**src/hdl/hdsp_pkg.sv**
```systemverilog
// Shared types and constants for the hex-and-dot byte spec parser.
// No dependencies; used by hdsp_core and the top level.
`default_nettype none

package hdsp_pkg;

    // Default for the top-level MAX_CAPACITY parameter.
    localparam int unsigned MAX_CAPACITY_DEF = 4096;

    localparam int unsigned CFG_W   = 13;
    localparam int unsigned FIELD_W = 13;

    // buffer_capacity after reset
    localparam logic [CFG_W-1:0] CAP_RESET = 13'h1000;

    typedef enum logic [3:0] {
        ERR_NONE       = 4'd0,
        ERR_BAD_HEX    = 4'd1,
        ERR_BAD_DOT    = 4'd2,
        ERR_DUP_DOT    = 4'd3,
        ERR_BAD_DIGIT  = 4'd4,
        ERR_LEAD_ZERO  = 4'd5,
        ERR_NO_COUNT   = 4'd6,
        ERR_TOO_SMALL  = 4'd7,
        ERR_INCOMPLETE = 4'd8
    } t_err_code;

    // Input request: mode 1 marks end of text.
    typedef struct packed {
        logic       mode;
        logic [7:0] character;
    } t_in_req;

    // One result record.
    typedef struct packed {
        logic               emit;
        logic [7:0]         out_byte;
        logic [FIELD_W-1:0] repeat_res;
        logic               done_res;
        logic [3:0]         error_code;
        logic [FIELD_W-1:0] total_length;
    } t_out_res;

endpackage

`default_nettype wire

```
**src/hdl/hdsp_core.sv**
```systemverilog
// Parser state and combinational step logic for one character or end marker.
// Depends on hdsp_pkg.
`default_nettype none

module hdsp_core #(
    parameter int unsigned MAX_CAPACITY = hdsp_pkg::MAX_CAPACITY_DEF
) (
    input  wire logic                     i_clk,
    input  wire logic                     i_rst_n,
    input  wire logic                     i_step,
    input  wire hdsp_pkg::t_in_req        i_req,
    input  wire logic [hdsp_pkg::CFG_W-1:0] i_cap,
    output hdsp_pkg::t_out_res            o_res,
    output logic                          o_res_valid
);

    // count saturates at MAX_CAPACITY + 1
    localparam int unsigned W  = $clog2(MAX_CAPACITY + 2);
    localparam int unsigned MW = W + 4;
    localparam int unsigned CW = (W > hdsp_pkg::CFG_W) ? W : hdsp_pkg::CFG_W;
    localparam logic [W-1:0]  REP_SAT = W'(MAX_CAPACITY + 1);
    localparam logic [CW-1:0] CAP_MAX = CW'(MAX_CAPACITY);

    typedef enum logic [2:0] {
        PH_NEXT    = 3'd0,
        PH_HEX     = 3'd1,
        PH_DOTS    = 3'd2,
        PH_PENDING = 3'd3,
        PH_COUNT   = 3'd4
    } t_phase;

    t_phase     r_phase, n_phase;
    logic [7:0] r_byte,  n_byte;
    logic [W-1:0] r_rep, n_rep;
    logic [W-1:0] r_len, n_len;
    hdsp_pkg::t_err_code r_err, n_err;

    // {valid, value}
    function automatic logic [4:0] hex_val(input logic [7:0] c);
        logic [4:0] v;
        v = 5'd0;
        if (c >= 8'h30 && c <= 8'h39)      v = {1'b1, 4'(c - 8'h30)};
        else if (c >= 8'h61 && c <= 8'h66) v = {1'b1, 4'(c - 8'h57)};
        else if (c >= 8'h41 && c <= 8'h46) v = {1'b1, 4'(c - 8'h37)};
        return v;
    endfunction

    function automatic logic is_space(input logic [7:0] c);
        return (c == 8'h20) || (c >= 8'h09 && c <= 8'h0d);
    endfunction

    logic [7:0]    c;
    logic [4:0]    hx;
    logic [2:0]    dot_idx;
    logic [7:0]    dot_bit;
    logic [CW-1:0] cap_ext, cap_eff;
    logic [CW:0]   need;
    logic [MW-1:0] rep_ext, rep_mul;
    logic          try_en, start_en, emit;
    logic [W-1:0]  try_n;

    assign c       = i_req.character;
    assign hx      = hex_val(c);
    assign dot_idx = 3'(c - 8'h31);
    assign dot_bit = 8'd1 << dot_idx;
    assign cap_ext = CW'(i_cap);
    assign cap_eff = (cap_ext > CAP_MAX) ? CAP_MAX : cap_ext;
    assign rep_ext = MW'(r_rep);
    // count * 10 + digit
    assign rep_mul = (rep_ext << 3) + (rep_ext << 1) + MW'(c[3:0]);

    always_comb begin
        n_phase  = r_phase;
        n_byte   = r_byte;
        n_rep    = r_rep;
        n_len    = r_len;
        n_err    = r_err;
        try_en   = 1'b0;
        try_n    = W'(1);
        start_en = 1'b0;
        emit     = 1'b0;
        need     = '0;

        if (i_req.mode) begin
            if (r_err == hdsp_pkg::ERR_NONE) begin
                unique case (r_phase)
                    PH_PENDING: try_en = 1'b1;
                    PH_COUNT: begin
                        if (r_rep == '0) n_err = hdsp_pkg::ERR_INCOMPLETE;
                        else begin
                            try_en = 1'b1;
                            try_n  = r_rep;
                        end
                    end
                    PH_HEX, PH_DOTS: n_err = hdsp_pkg::ERR_INCOMPLETE;
                    default: ;
                endcase
            end
        end else if (r_err == hdsp_pkg::ERR_NONE) begin
            unique case (r_phase)
                PH_HEX: begin
                    if (!hx[4]) n_err = hdsp_pkg::ERR_BAD_HEX;
                    else begin
                        n_byte  = r_byte | {4'd0, hx[3:0]};
                        n_phase = PH_PENDING;
                    end
                end
                PH_DOTS: begin
                    if (c == 8'h5d) n_phase = PH_PENDING;
                    else if (c < 8'h31 || c > 8'h38) n_err = hdsp_pkg::ERR_BAD_DOT;
                    else if ((r_byte & dot_bit) != 8'd0) n_err = hdsp_pkg::ERR_DUP_DOT;
                    else n_byte = r_byte | dot_bit;
                end
                PH_PENDING: begin
                    if (c == 8'h2a) begin
                        n_rep   = '0;
                        n_phase = PH_COUNT;
                    end else begin
                        try_en   = 1'b1;
                        n_phase  = PH_NEXT;
                        start_en = 1'b1;
                    end
                end
                PH_COUNT: begin
                    if (is_space(c)) begin
                        if (r_rep == '0) n_err = hdsp_pkg::ERR_NO_COUNT;
                        else begin
                            try_en  = 1'b1;
                            try_n   = r_rep;
                            n_phase = PH_NEXT;
                        end
                    end else if (c < 8'h30 || c > 8'h39) begin
                        n_err = hdsp_pkg::ERR_BAD_DIGIT;
                    end else if (c == 8'h30 && r_rep == '0) begin
                        n_err = hdsp_pkg::ERR_LEAD_ZERO;
                    end else begin
                        n_rep = (rep_mul > MW'(REP_SAT)) ? REP_SAT : W'(rep_mul);
                    end
                end
                default: begin
                    n_phase  = PH_NEXT;
                    start_en = 1'b1;
                end
            endcase
        end

        // capacity check; a failing record is dropped whole
        if (try_en) begin
            need = (CW+1)'(r_len) + (CW+1)'(try_n);
            if (need > (CW+1)'(cap_eff)) n_err = hdsp_pkg::ERR_TOO_SMALL;
            else begin
                emit  = 1'b1;
                n_len = W'(need);
            end
            n_byte = 8'd0;
            n_rep  = W'(1);
        end

        // start of a new item
        if (start_en && n_err == hdsp_pkg::ERR_NONE && !is_space(c)) begin
            if (c == 8'h5b) begin
                n_byte  = 8'd0;
                n_phase = PH_DOTS;
            end else if (!hx[4]) begin
                n_err = hdsp_pkg::ERR_BAD_HEX;
            end else begin
                n_byte  = {hx[3:0], 4'd0};
                n_phase = PH_HEX;
            end
        end

        o_res.emit         = emit;
        o_res.out_byte     = emit ? r_byte : 8'd0;
        o_res.repeat_res   = emit ? hdsp_pkg::FIELD_W'(try_n) : '0;
        o_res.done_res     = i_req.mode;
        o_res.error_code   = n_err;
        o_res.total_length = hdsp_pkg::FIELD_W'(n_len);
        o_res_valid        = i_req.mode | emit;

        // end marker restarts the parse
        if (i_req.mode) begin
            n_phase = PH_NEXT;
            n_byte  = 8'd0;
            n_rep   = W'(1);
            n_len   = '0;
            n_err   = hdsp_pkg::ERR_NONE;
        end
    end

    always_ff @(posedge i_clk) begin
        if (!i_rst_n) begin
            r_phase <= PH_NEXT;
            r_byte  <= 8'd0;
            r_rep   <= W'(1);
            r_len   <= '0;
            r_err   <= hdsp_pkg::ERR_NONE;
        end else if (i_step) begin
            r_phase <= n_phase;
            r_byte  <= n_byte;
            r_rep   <= n_rep;
            r_len   <= n_len;
            r_err   <= n_err;
        end
    end

endmodule

`default_nettype wire

```
**src/hdl/hex_and_dot_byte_spec_parser_unit.sv**
```systemverilog
// Top level of the hex-and-dot byte spec parser: handshake, capacity register,
// result register. Depends on hdsp_pkg and hdsp_core.
//
// Usage:
//   Input channel (i_in_valid / o_in_ready / i_in_req) carries one request per
//   character; mode 1 is the end-of-text marker. Output channel (o_out_valid /
//   i_out_ready / o_out_res) carries at most one record per request: a byte
//   record when an item completes, and always a done record on end of text.
//   The record shows on o_out_valid in the cycle after its request is accepted.
//   Throughput: 1 request per cycle unless the receiver stalls; parser state
//   steps per accepted request and the record lands in one output register.
//   Stall: o_in_ready = !o_out_valid | i_out_ready, so the output register
//   holds its record while the receiver stalls, and a new request is taken in
//   the same cycle the old record leaves.
//   Reset (i_rst_n low, synchronous): parser returns to the next-item state,
//   length and error cleared, buffer_capacity back to 4096, output empty.
//   Config: i_cfg_wr_en writes buffer_capacity; write only while idle.
//   Values above MAX_CAPACITY act as MAX_CAPACITY.
`default_nettype none

module hex_and_dot_byte_spec_parser_unit #(
    parameter int unsigned MAX_CAPACITY = hdsp_pkg::MAX_CAPACITY_DEF
) (
    input  wire logic                       i_clk,
    input  wire logic                       i_rst_n,
    input  wire logic                       i_cfg_wr_en,
    input  wire logic [hdsp_pkg::CFG_W-1:0] i_cfg_wr_data,
    input  wire logic                       i_in_valid,
    output logic                            o_in_ready,
    input  wire hdsp_pkg::t_in_req          i_in_req,
    output logic                            o_out_valid,
    input  wire logic                       i_out_ready,
    output hdsp_pkg::t_out_res              o_out_res
);

    logic [hdsp_pkg::CFG_W-1:0] r_cap;
    logic                       r_out_valid;
    hdsp_pkg::t_out_res         r_out_res;
    hdsp_pkg::t_out_res         core_res;
    logic                       core_res_valid;
    logic                       in_acc;

    assign o_in_ready  = !r_out_valid || i_out_ready;
    assign in_acc      = i_in_valid && o_in_ready;
    assign o_out_valid = r_out_valid;
    assign o_out_res   = r_out_res;

    hdsp_core #(
        .MAX_CAPACITY (MAX_CAPACITY)
    ) u_core (
        .i_clk       (i_clk),
        .i_rst_n     (i_rst_n),
        .i_step      (in_acc),
        .i_req       (i_in_req),
        .i_cap       (r_cap),
        .o_res       (core_res),
        .o_res_valid (core_res_valid)
    );

    // capacity register
    always_ff @(posedge i_clk) begin
        if (!i_rst_n) begin
            r_cap <= hdsp_pkg::CAP_RESET;
        end else if (i_cfg_wr_en) begin
            r_cap <= i_cfg_wr_data;
        end
    end

    // result register; payload not reset
    always_ff @(posedge i_clk) begin
        if (!i_rst_n) begin
            r_out_valid <= 1'b0;
        end else if (in_acc && core_res_valid) begin
            r_out_valid <= 1'b1;
        end else if (i_out_ready) begin
            r_out_valid <= 1'b0;
        end
    end

    always_ff @(posedge i_clk) begin
        if (in_acc && core_res_valid) begin
            r_out_res <= core_res;
        end
    end

    // a done record that carries a byte comes only from an error-free parse;
    // a mid-stream record may already show the error of the next item
    a_emit_no_err: assert property (@(posedge i_clk) disable iff (!i_rst_n)
        o_out_valid && o_out_res.emit && o_out_res.done_res
            |-> o_out_res.error_code == hdsp_pkg::ERR_NONE)
        else $error("record emitted with error code set");

    // non-done records are always byte records with a nonzero count
    a_mid_is_emit: assert property (@(posedge i_clk) disable iff (!i_rst_n)
        o_out_valid && !o_out_res.done_res |-> o_out_res.emit && o_out_res.repeat_res != '0)
        else $error("empty mid-stream record");

    // a stalled result blocks the input side
    a_stall_blocks: assert property (@(posedge i_clk) disable iff (!i_rst_n)
        o_out_valid && !i_out_ready |-> !o_in_ready)
        else $error("input accepted while result stalled");

    // reset empties the output register
    a_reset_empty: assert property (@(posedge i_clk)
        !i_rst_n |=> !o_out_valid)
        else $error("output valid after reset");

endmodule

`default_nettype wire

```
**config.mk**
```make
export PLATFORM = sky130hd
export DESIGN_NAME = hex_and_dot_byte_spec_parser_unit
export DESIGN_NICKNAME = d
export VERILOG_FILES = /design/src/hdl/hdsp_pkg.sv /design/src/hdl/hdsp_core.sv /design/src/hdl/hex_and_dot_byte_spec_parser_unit.sv
export SDC_FILE = /design/constraint.sdc
export NUM_CORES = 1
export LEC_CHECK = 0
export ABC_CLOCK_PERIOD_IN_PS = 8130
export BUFFER_PORTS_ARGS = -buffer_cell sky130_fd_sc_hd__buf_2
export CORE_MARGIN = 10
export CORE_UTILIZATION = 35
export CTS_CLUSTER_DIAMETER = 200
export DETAILED_ROUTE_END_ITERATION = 16
export RECOVER_POWER = 50
export SLEW_MARGIN = 0
export SYNTH_ARGS = -nofsm -noshare
export SYNTH_HDL_FRONTEND = slang
export SYNTH_SLANG_ARGS = --single-unit
```
**constraint.sdc**
```tcl
create_clock -name i_clk -period 8.13 [get_ports i_clk]
set_input_delay 1.2195 -clock i_clk [delete_from_list [all_inputs] [get_ports i_clk]]
set_output_delay 1.2195 -clock i_clk [all_outputs]
set_load 0.005 [all_outputs]
```
==> results of run 1 <==
==> through the flow <==
step / total power, W / instances / hold slack, ps / instance area, um2
2_1_floorplan: 0.0005849 / 699 / 432.8 / 6536
3_3_place_gp: 0.0006219 / 974 / 463.4 / 7111
3_5_place_dp: 0.0006225 / 974 / 461.4 / 7111
4_1_cts: 0.001091 / 990 / 474.5 / 7443
5_1_grt: 0.001117 / 990 / 499.1 / 7361
6_report: 0.001077 / 990 / 478.5 / 7361
==> layout make-up <==
class                           count  area, um2
Timing Repair Buffer               78      377.9
Clock inverter                      6      93.84
Tap cell                          229      286.5
Inverter                           25      93.84
Clock buffer                       10      239.0
Sequential cell                    95       2302
Fill cell                        1828      10790
Multi-Input combinational cell    547       3968
==> layer usage <==
metal  vias up  track usage [%]  part of all wire, %
li1       2759                -                    -
met1      2600            18.62                   45
met2       138            24.55                   48
met3        15            3.043                  5.5
met4         0            4.000                  1.1
met5         -                0                    0
==> sequential cells by signal, indices dropped and copies added, names as in the netlist <==
signal / count
u_core.r_byte: 8
o_out_valid: 1
u_core.r_err: 4
u_core.r_len: 13
r_cap: 13
u_core.r_phase: 3
u_core.r_rep: 13
o_out_res: 40
==> critical path, stage by stage <==
cell                       delay (ps)
sky130_fd_sc_hd__buf_2            200
sky130_fd_sc_hd__inv_1            110
sky130_fd_sc_hd__ha_1             290
sky130_fd_sc_hd__or3b_1           380
sky130_fd_sc_hd__a21oi_2          180
sky130_fd_sc_hd__o21a_1           220
sky130_fd_sc_hd__nor2_1            70
sky130_fd_sc_hd__nor3_1           250
sky130_fd_sc_hd__and2_0           190
sky130_fd_sc_hd__nand2b_1          80
sky130_fd_sc_hd__ha_1             210
sky130_fd_sc_hd__inv_1             70
sky130_fd_sc_hd__fa_1             210
sky130_fd_sc_hd__nor2b_1           70
sky130_fd_sc_hd__o31a_1           280
sky130_fd_sc_hd__o41ai_1          510
sky130_fd_sc_hd__o311a_1          270
sky130_fd_sc_hd__nor3b_1           60
sky130_fd_sc_hd__a311o_1          360
sky130_fd_sc_hd__ha_1             340
sky130_fd_sc_hd__nand3_1           90
sky130_fd_sc_hd__or4_1            540
sky130_fd_sc_hd__a221o_1          400
sky130_fd_sc_hd__a211o_1          340
sky130_fd_sc_hd__nor2_2           190
sky130_fd_sc_hd__buf_4            240
sky130_fd_sc_hd__mux2_2           350
==> kinds of logic (layout without fill, tap and decap cells) <==
| family | after synthesis | in the layout |
|---|---|---|
| XOR/XNOR | 19 | 19 |
| adder cells (fa/ha/maj) | 61 | 61 |
| AND/OR/NAND/NOR | 239 | 239 |
| buffers and inverters | 57 | 119 |
| flip-flops | 95 | 95 |
| multiplexers | 27 | 27 |
| AO/OA/AOI/OAI | 201 | 201 |
==> synthesized netlist by cell type (10+ instances only) <==
master,number
sky130_fd_sc_hd__inv_1,25
sky130_fd_sc_hd__dfxtp_1,55
sky130_fd_sc_hd__mux2_2,14
sky130_fd_sc_hd__ha_1,58
sky130_fd_sc_hd__mux2i_1,13
sky130_fd_sc_hd__o21a_1,10
sky130_fd_sc_hd__edfxtp_1,40
sky130_fd_sc_hd__a31oi_1,10
sky130_fd_sc_hd__o21ai_0,38
sky130_fd_sc_hd__xnor2_1,15
sky130_fd_sc_hd__nand2_1,44
sky130_fd_sc_hd__clkbuf_1,22
sky130_fd_sc_hd__nor2b_1,23
sky130_fd_sc_hd__nor4_1,11
sky130_fd_sc_hd__nand3_1,24
sky130_fd_sc_hd__a21oi_1,37
sky130_fd_sc_hd__nor2_1,37
sky130_fd_sc_hd__and3_1,29
sky130_fd_sc_hd__nor3_1,18
sky130_fd_sc_hd__a21o_1,10
==> how the worst min path moves through the flow <==
| stage | startpoint | endpoint | slack [ps] | cells after the start |
|---|---|---|---|---|
| final | u_core.r_err[3] | u_core.r_err[3] | 480 | 2 |
| after global routing | u_core.r_err[3] | u_core.r_err[3] | 500 | 2 |
| after CTS | u_core.r_err[3] | u_core.r_err[3] | 470 | 2 |
| after detailed placement | u_core.r_err[3] | u_core.r_err[3] | 460 | 2 |
| after global placement | u_core.r_err[3] | u_core.r_err[3] | 460 | 2 |
| after floorplan | u_core.r_err[3] | u_core.r_err[3] | 430 | 2 |
==> power by group through the flow <==
stage               Clock, W  Combinational (W)  Sequential, W
CTS                 0.000479          0.0000981       0.000514
detailed placement         0          0.0000977       0.000525
global placement           0          0.0000973       0.000525
floorplan                  0          0.0000606       0.000524
global route        0.000495           0.000106       0.000515
finish              0.000468          0.0000948       0.000514
==> Flow_metrics.wiki, run 1 <==
{| class="wikitable"
! Metric !! Value
|-
| Run status || complete, but fails checks
|-
| Failing checks || capacitance limit, slew limit
|-
| Final cell utilization of the core || about two fifths
|-
| Synthesized area per cell || approximately 9.3 um2
|-
| Post-synthesis cell count || 699
|-
| Count of different cell masters after synthesis || 82
|-
| Biggest area contributors in the synthesized netlist || sky130_fd_sc_hd__edfxtp_1, sky130_fd_sc_hd__dfxtp_1, sky130_fd_sc_hd__ha_1, sky130_fd_sc_hd__o21ai_0, sky130_fd_sc_hd__a21oi_1
|-
| Final weighted congestion of routability-driven global placement || roughly 0.94
|-
| Worst-skew pair later-pin latency || roughly 350 ps
|-
| Cts hold-fix bufs || 0
|-
| Power share of the clock group || between 40% and 50%
|-
| Detailed Routing Iterations Pass 1 || 5
|-
| Wire length per cell || 18.11 um
|-
| Leakage dissipation || between 2 and 3 nW
|-
| Category of the critical setup timing path || in2reg
|-
| Overall die area || around 25,000 um2
|-
| Tcrit/Tclk final || between 90% and 100%
|-
| Final number of hold-violating endpoints || 0
|-
| Combinational power share || slightly below 9%
|-
| Final net count || about 840
|-
| Async SR Flop Fraction || 0%
|-
| Element type at the critical path end || register
|-
| Count of final max-slew check failures || 45
|-
| Cell area after synthesis || 6534 um2
|-
| Vias in the first global route || approximately 5,300
|-
| Kind of start point of the critical path || input pin
|-
| Die boundary width || about 160 um
|-
| Register-to-Register Setup Slack || about 1600 ps
|-
| Sequential-to-total area share from yosys stat || between 30% and 40%
|-
| Compound-Gate Fraction of Synth Area || between 20 and 25%
|-
| DRC errors left || 0
|-
| RR Endpoint || o_out_res[2]
|-
| Adder-cell area share of the yosys netlist || around 12%
|-
| Number of buffers on the longest clock path || 2
|-
| Portion of netlist area occupied by mux cells || under 10%
|-
| Skew final || ~12 ps
|-
| EDFF count, synth || 40
|-
| Crit path required time || about 8200 ps
|-
| Post-synthesis xor/xnor area fraction || 2.547%
|-
| Rows || 49
|-
| Global-route wire length before repair || 28.83 mm
|-
| Total power per unit cell area || 146.3 nW/um2
|-
| CTS-repair resized insts || 0
|-
| Standard cell core area || ~18,000 um2
|-
| Path type of the worst min-delay path || reg2reg
|-
| Sequential power share || 47.7%
|-
| Total nets after synthesis || slightly below 800
|-
| Share of the synthesized area in the top cell type || about 18%
|-
| Final global-route overflow total || 0
|-
| Slew @ Worst Pin || about 1800 ps
|-
| DR iter-0 viols || 498
|-
| FF+latch count, synth || between 90 and 100
|-
| Initial standard-cell utilization of the core || a little over a third
|-
| Unrepaired setup endpoints after global routing || no
|-
| Final setup violation count || 0
|-
| Number of sinks driven by the clock tree || 95
|-
| Setup TNS after final layout || 0 ps
|-
| Routed vias/inst || roughly 5.6
|-
| Share of layout cells above drive strength 1 || around 12%
|-
| Reg clk slew, reported paths || roughly 70 ps
|-
| CP startpoint || i_in_req[0]
|-
| Routed vias || roughly 5,500
|-
| Largest fanout of any net on the critical path || 18
|-
| Source of the worst register-to-register timing path || u_core.r_err[0]
|-
| Worst IR Drop VDD || ~0.078 mV
|-
| Final setup margin || a little under 500 ps
|-
| Slew Limit Headroom || -21.32%
|-
| Layout area overhead || 12.66%
|-
| Fmax || roughly 130 MHz
|-
| Post-place setup slack || about 250 ps
|-
| Post-synthesis simple-gate area fraction || 19.93%
|-
| Cell type with the largest total area after synthesis || sky130_fd_sc_hd__edfxtp_1
|-
| Number of warning messages in the yosys log || 0
|-
| Global router's overall resource usage || approximately 15%
|-
| Maximum number of pins on one net before global-route repair || between 40 and 50
|-
| Switching portion of total power || 23.72%
|-
| Most common cell after layout, fill and taps aside || sky130_fd_sc_hd__ha_1
|-
| Most frequent cells in the layout || sky130_fd_sc_hd__ha_1, sky130_fd_sc_hd__dfxtp_1, sky130_fd_sc_hd__nand2_1
|-
| Net switching component of the power || between 0.0002 and 0.0003 W
|-
| Total clock buffers created by CTS || 9
|-
| Io pins || 69
|-
| H-tree depth reported by CTS || 3
|-
| Most used flip-flop cell after synthesis || sky130_fd_sc_hd__dfxtp_1
|-
| Shortest clock period the worst path allows after layout || between 7000 and 8000 ps
|-
| Number of antenna violations at the first check in global routing || 0
|-
| CTS tree || yes
|-
| Data arrival time of the critical path || ~7700 ps
|-
| Chip Height || approximately 160 um
|-
| Remaining number of nets flagged by the antenna check after routing || 0
|-
| Number of post-CTS setup repair buffers || 0
|-
| Cell-internal power || 0.0008215 W
|-
| # port buffers || 68
|-
| Antenna Cells || 0
|-
| Dominant combinational cell family by area after synthesis || compound AO/OA/AOI/OAI gates
|-
| Max-cap violations || 1
|-
| Worst R2R Path Depth || 21
|-
| Hpwl dp || 13.62 mm
|-
| Detailed-route wire length || 17.93 mm
|-
| Endpoint of the most critical setup path || o_out_res[2]
|-
| Clock tree root driver cell || sky130_fd_sc_hd__clkbuf_16
|}
Power figures use the tool's default switching activity.
==> run 2: changes to the inputs <==
SYNTH_HIERARCHICAL = 1   (was default)
==> Flow_metrics.wiki, run 2 <==
{| class="wikitable"
! Metric !! Value
|-
| Data arrival time of the critical path || around 7300 ps
|-
| Detailed Routing Iterations Pass 1 || 5
|-
| Share of layout cells above drive strength 1 || ~8.6%
|-
| Layout area overhead || 11.85%
|-
| DR iter-0 viols || between 300 and 400
|-
| Biggest area contributors in the synthesized netlist || sky130_fd_sc_hd__edfxtp_1, sky130_fd_sc_hd__dfxtp_1, sky130_fd_sc_hd__ha_1, sky130_fd_sc_hd__nand2_1, sky130_fd_sc_hd__a22o_1
|-
| Leakage dissipation || about 3 nW
|-
| Number of buffers on the longest clock path || 2
|-
| Final weighted congestion of routability-driven global placement || between 0.8 and 0.9
|-
| Slew @ Worst Pin || a little under 900 ps
|-
| DRC errors left || 0
|-
| Slowest-stage cell, CP || sky130_fd_sc_hd__a2111oi_0
|-
| Final cell utilization of the core || approximately two fifths
|-
| Routed vias/inst || approximately 5.4
|-
| FF+latch count, synth || between 90 and 100
|-
| Initial standard-cell utilization of the core || 35.96%
|-
| Number of logic stages on the critical path including buffering || 24
|-
| Run status || complete, no violations
|-
| Total power per unit cell area || roughly 150 nW/um2
|-
| Worst IR Drop VDD || between 0.09 and 0.1 mV
|-
| Cts hold-fix bufs || 0
|-
| Clock tree root driver cell || sky130_fd_sc_hd__clkbuf_16
|-
| H-tree depth reported by CTS || 3
|-
| Skew final || between 6 and 7 ps
|-
| Path type of the worst min-delay path || reg2reg
|-
| Unrepaired setup endpoints after global routing || no
|-
| Detailed-route wire length || ~17 mm
|-
| Most frequent cells in the layout || sky130_fd_sc_hd__nand2_1, sky130_fd_sc_hd__ha_1, sky130_fd_sc_hd__dfxtp_1
|-
| Synthesized area per cell || 9.505 um2
|-
| Rows || 48
|-
| Vias in the first global route || 4,910
|-
| Chip Height || around 150 um
|-
| Cell area after synthesis || between 6000 and 7000 um2
|-
| Element type at the critical path end || register
|-
| Io pins || between 60 and 70
|-
| Final net count || approximately 800
|-
| Global-route wire length before repair || roughly 27 mm
|-
| Share of the synthesized area in the top cell type || a little under a fifth
|-
| Overall die area || 23,650 um2
|-
| Worst R2R Path Depth || 20
|-
| Worst Path Buf+Inv || 3
|-
| Family with the most delay on the worst path || compound AO/OA/AOI/OAI gates
|-
| Hold Startpoint || u_core/r_err[3]
|-
| Source of the worst register-to-register timing path || u_core/r_phase[2]
|-
| Most frequent cell on the critical path || sky130_fd_sc_hd__ha_1
|-
| Antenna Cells || 0
|-
| CTS tree || yes
|-
| Total nets after synthesis || between 700 and 800
|-
| Chain of cells forming the critical path || buf_2, inv_1, ha_1, a21oi_1, or3b_1, a21boi_2, o21a_1, and3_1, ha_1, a2111oi_0, o21ai_0, a41oi_1, o21bai_1, xor2_1, ha_1, a21o_1, a21oi_1, or4b_1, o2bb2ai_1, and3_1, or2_1, nand2_1, nor2b_4, buf_12
|-
| Most used flip-flop cell after synthesis || sky130_fd_sc_hd__dfxtp_1
|-
| Category of the critical setup timing path || in2reg
|-
| Count of different cell masters after synthesis || 77
|-
| Sequential-to-total area share from yosys stat || between 30% and 40%
|-
| Final number of hold-violating endpoints || 0
|-
| Hpwl dp || about 13 mm
|-
| Final setup violation count || 0
|-
| Number of sinks driven by the clock tree || 95
|-
| Most common cell after layout, fill and taps aside || sky130_fd_sc_hd__nand2_1
|-
| Post-synthesis cell count || ~660
|-
| CP startpoint || i_in_req[0]
|-
| Wire length per cell || between 15 and 20 um
|-
| EDFF count, synth || 40
|-
| Setup TNS after final layout || 0 ps
|-
| Slew Limit Headroom || between 40% and 50%
|-
| Delay contributed by the slowest stage of the critical path || roughly 530 ps
|-
| Die boundary width || approximately 150 um
|-
| Worst Hold Path Cells || 1
|-
| Shortest clock period the worst path allows after layout || a little over 7000 ps
|-
| Cell with the most instances after synthesis || sky130_fd_sc_hd__nand2_1
|-
| Fmax || ~140 MHz
|-
| Worst-skew pair later-pin latency || between 300 and 400 ps
|-
| # port buffers || just under 70
|-
| Number of warning messages in the yosys log || 6
|-
| Routed vias || about 5,100
|-
| Total clock buffers created by CTS || 9
|-
| Tcrit/Tclk final || 89.45%
|-
| Synth cell count leaders || sky130_fd_sc_hd__nand2_1, sky130_fd_sc_hd__ha_1, sky130_fd_sc_hd__dfxtp_1, sky130_fd_sc_hd__edfxtp_1, sky130_fd_sc_hd__nor2_1
|-
| Number of post-CTS setup repair buffers || 0
|-
| Crit path required time || 8180 ps
|-
| Final global-route overflow total || 0
|-
| Maximum number of pins on one net before global-route repair || 36
|-
| Reg clk slew, reported paths || around 60 ps
|-
| Cell type with the largest total area after synthesis || sky130_fd_sc_hd__edfxtp_1
|-
| Remaining number of nets flagged by the antenna check after routing || 0
|-
| Max-cap violations || 0
|-
| CTS-repair resized insts || 0
|-
| Largest fanout of any net on the critical path || 28
|-
| Count of final max-slew check failures || 0
|-
| Number of antenna violations at the first check in global routing || 0
|-
| Largest register FFs || 40
|-
| Standard cell core area || approximately 17,000 um2
|-
| Kind of start point of the critical path || input pin
|-
| Global router's overall resource usage || between 10% and 20%
|-
| Async SR Flop Fraction || 0%
|}
## run 2: changes by cell type in the layout (fill, tap and decap cells not counted), moves of 6 or more
cell	previous run	this run
sky130_fd_sc_hd__a21oi_1	37	28
sky130_fd_sc_hd__and2_1	8	20
sky130_fd_sc_hd__nand2_1	44	67
sky130_fd_sc_hd__mux2_2	13	2
sky130_fd_sc_hd__nor3_1	18	11
sky130_fd_sc_hd__a21o_1	10	16
sky130_fd_sc_hd__buf_4	9	3
sky130_fd_sc_hd__a22o_1	9	27
sky130_fd_sc_hd__and3_1	29	21
sky130_fd_sc_hd__nand3_1	24	9
sky130_fd_sc_hd__o21ai_0	38	15
## run 2: worst paths after layout
path                                   endpoint  slack (ps)
worst max-delay path              o_out_res[22]         860
worst min-delay path            u_core/r_err[3]         510
worst max register to register    o_out_res[22]        1920
worst min register to register  u_core/r_err[3]         510
## run 2: area by class of cell
| cell class | count | area, um2 |
|---|---|---|
| clock inverters | 6 | 40.04 |
| repair buffers | 72 | 330.3 |
| well taps | 225 | 281.5 |
| inverters | 24 | 90.09 |
| flip-flops and latches | 95 | 2302 |
| fillers | 1775 | 10410 |
| clock buffers | 10 | 250.2 |
| multi-input cells | 513 | 3711 |
## run 2: through the flow
stage	cell area, um2	hold WS [ps]	total power (W)	instances	setup WS (ps)
2_1_floorplan	6266	450.1	0.0005837	659	700.7
3_3_place_gp	6789	483.6	0.0006181	929	786.6
3_5_place_dp	6789	495.1	0.0006179	929	574.8
4_1_cts	7079	510.5	0.001028	945	909.8
5_1_grt	7005	535.6	0.001058	945	206.8
6_report	7005	511.4	0.001017	945	857.6
## run 2: cells by family after synthesis
group | count (synthesis) | synth area share [%]
multiplexers | 19 | 3.096
AO/OA/AOI/OAI | 176 | 20.76
AND/OR/NAND/NOR | 237 | 20.16
flip-flops | 95 | 36.76
adder cells (fa/ha/maj) | 61 | 12.55
buffers and inverters | 51 | 3.775
XOR/XNOR | 20 | 2.917
## run 2: power breakdown
group / leakage (nW) / internal (W) / total [W] / switching [W]
clock network: 0.142 / 0.000227 / 0.000413 / 0.000186
registers: 0.812 / 0.000509 / 0.000515 / 0.00000645
logic: 2.09 / 0.0000336 / 0.0000888 / 0.0000551
## run 2: per-layer routing
metal	global-route usage, %	part of all wire, %	wire length [um]	vias to the layer above
met2	22.12	46	7634	109
met4	3.644	1.1	182	0
met3	2.706	3.7	618	12
li1	-	-	-	2566
met1	18.60	49	8203	2440
met5	0	0	0	-
==> run 3: changes to the inputs <==
BUFFER_PORTS_ARGS = -buffer_cell sky130_fd_sc_hd__buf_4   (was -buffer_cell sky130_fd_sc_hd__buf_2)
SLEW_MARGIN = 25   (was 0)
==> Flow_metrics.wiki, run 3 (synthesized netlist as in run 2, its figures left out) <==
{| class="wikitable"
! Metric !! Value
|-
| Count of final max-slew check failures || 0
|-
| Final weighted congestion of routability-driven global placement || 0.9082
|-
| Run status || complete, no violations
|-
| Most common cell after layout, fill and taps aside || sky130_fd_sc_hd__nand2_1
|-
| Layout area overhead || 14.28%
|-
| Leakage dissipation || between 3 and 4 nW
|-
| CTS-repair resized insts || 0
|-
| Initial standard-cell utilization of the core || 35.96%
|-
| Element type at the critical path end || register
|-
| Crit path required time || between 8000 and 9000 ps
|-
| Slew @ Worst Pin || between 900 and 1000 ps
|-
| RR Endpoint || o_out_res[17]
|-
| Largest fanout of any net on the critical path || 29
|-
| CTS tree || yes
|-
| Fmax || roughly 140 MHz
|-
| Number of sinks driven by the clock tree || 95
|-
| Io pins || around 70
|-
| Total power per unit cell area || approximately 140 nW/um2
|-
| Maximum number of pins on one net before global-route repair || 36
|-
| Final global-route overflow total || 0
|-
| Path type of the worst min-delay path || reg2reg
|-
| Die boundary width || around 150 um
|-
| Source of the worst register-to-register timing path || u_core/r_phase[2]
|-
| Routed vias || between 5,000 and 6,000
|-
| Remaining number of nets flagged by the antenna check after routing || 0
|-
| Final setup violation count || 0
|-
| Final net count || about 800
|-
| Number of antenna violations at the first check in global routing || 0
|-
| Slew Limit Headroom || roughly two fifths
|-
| # port buffers || 68
|-
| Cts hold-fix bufs || 0
|-
| Slowest-stage cell, CP || sky130_fd_sc_hd__or4b_1
|-
| Hold Startpoint || u_core/r_byte[3]
|-
| Standard cell core area || between 15,000 and 20,000 um2
|-
| End point of the most critical hold path || u_core/r_byte[3]
|-
| Detailed-route wire length || 17.09 mm
|-
| Largest register FFs || 40
|-
| Worst IR Drop VDD || between 0.08 and 0.09 mV
|-
| Category of the critical setup timing path || in2reg
|-
| Routed vias/inst || between 5 and 6
|-
| Unrepaired setup endpoints after global routing || no
|-
| Wire length per cell || roughly 18 um
|-
| Most frequent cells in the layout || sky130_fd_sc_hd__nand2_1, sky130_fd_sc_hd__ha_1, sky130_fd_sc_hd__dfxtp_1
|-
| Shortest clock period the worst path allows after layout || about 7400 ps
|-
| Share of layout cells above drive strength 1 || 12.36%
|-
| Data arrival time of the critical path || about 7400 ps
|-
| Global router's overall resource usage || around 14%
|-
| Rows || 48
|-
| Clock tree root driver cell || sky130_fd_sc_hd__clkbuf_16
|-
| DR iter-0 viols || 436
|-
| Tcrit/Tclk final || around nine tenths
|-
| Hold WS || between 500 and 600 ps
|-
| Global-route wire length before repair || 27.77 mm
|-
| Vias in the first global route || between 5,000 and 6,000
|-
| Skew final || just over 10 ps
|-
| Kind of start point of the critical path || input pin
|-
| Final number of hold-violating endpoints || 0
|-
| Reg clk slew, reported paths || approximately 70 ps
|-
| H-tree depth reported by CTS || 3
|-
| Worst Hold Path Cells || 1
|-
| Antenna Cells || 0
|-
| Hpwl dp || about 13 mm
|-
| Number of buffers on the longest clock path || 2
|-
| Overall die area || ~24,000 um2
|-
| Total clock buffers created by CTS || 9
|-
| Worst-skew pair later-pin latency || 350 ps
|-
| Chip Height || between 150 and 200 um
|-
| DRC errors left || 0
|-
| Register-to-Register Setup Slack || about 1800 ps
|-
| Detailed Routing Iterations Pass 1 || 5
|-
| Worst R2R Path Depth || 24
|-
| Max-cap violations || 0
|-
| Delay contributed by the slowest stage of the critical path || 490 ps
|-
| Number of post-CTS setup repair buffers || 0
|-
| Setup TNS after final layout || 0 ps
|}
run 3: cell types whose count changed in the layout (fill, tap and decap cells not counted), moves of 2 or more:
cell,before,now
sky130_fd_sc_hd__clkbuf_1,42,15
sky130_fd_sc_hd__clkbuf_4,0,31
sky130_fd_sc_hd__buf_2,26,0
sky130_fd_sc_hd__clkinv_4,0,2
sky130_fd_sc_hd__buf_4,3,26
run 3: area by class of cell:
class / instances / area [um2]
multi-input cells: 513 / 3711
well taps: 225 / 281.5
clock buffers: 10 / 229.0
repair buffers: 72 / 500.5
clock inverters: 6 / 43.79
fillers: 1740 / 10260
flip-flops and latches: 95 / 2302
inverters: 24 / 90.09
run 3: per-stage QoR:
stage          power (W)  setup WS, ps  util, %  area, um2  cells
2_1_floorplan  0.0005837         700.7        -       6266    659
3_3_place_gp   0.0006251         799.7    39.96       6959    929
3_5_place_dp   0.0006275         524.5    39.96       6959    929
4_1_cts         0.001023         866.3    41.52       7232    945
5_1_grt         0.001055         221.6    41.10       7158    945
6_report        0.001011         777.1    41.10       7158    945
run 3: routing by layer:
layer / wire, um / GRT usage, %
met3: 736 / 2.399
met2: 8172 / 23.63
met1: 7865 / 18.17
met5: 0 / 0
met4: 319 / 4.993
run 3: critical path, delay by kind of cell:
| family | cells | cell delay, ps |
|---|---|---|
| AOI/OAI and AO/OA | 9 | 1840 |
| xor gates and xnor gates | 1 | 250 |
| and+or+nand+nor | 10 | 2350 |
| buffers and inverters | 4 | 610 |
| adders and majority gates | 4 | 1090 |
run 3: worst max path at each step:
stage	endpoint	slack (ps)	start	depth (start not counted)
2_1_floorplan	o_out_res[0]	700	i_in_req[0]	24
3_3_place_gp	o_out_res[25]	800	i_in_req[0]	28
3_5_place_dp	o_out_res[17]	520	i_in_req[0]	28
4_1_cts	o_out_res[25]	870	i_in_req[0]	28
5_1_grt	o_out_res[29]	220	i_in_req[1]	28
6_report	o_out_res[17]	780	i_in_req[1]	28
run 3: where the power goes:
group / internal [W] / switching (W) / total (W)
Sequential: 0.000509 / 0.00000611 / 0.000515
Combinational: 0.0000409 / 0.0000561 / 0.0000970
Clock: 0.000209 / 0.000190 / 0.000399
Total: 0.000759 / 0.000252 / 0.00101
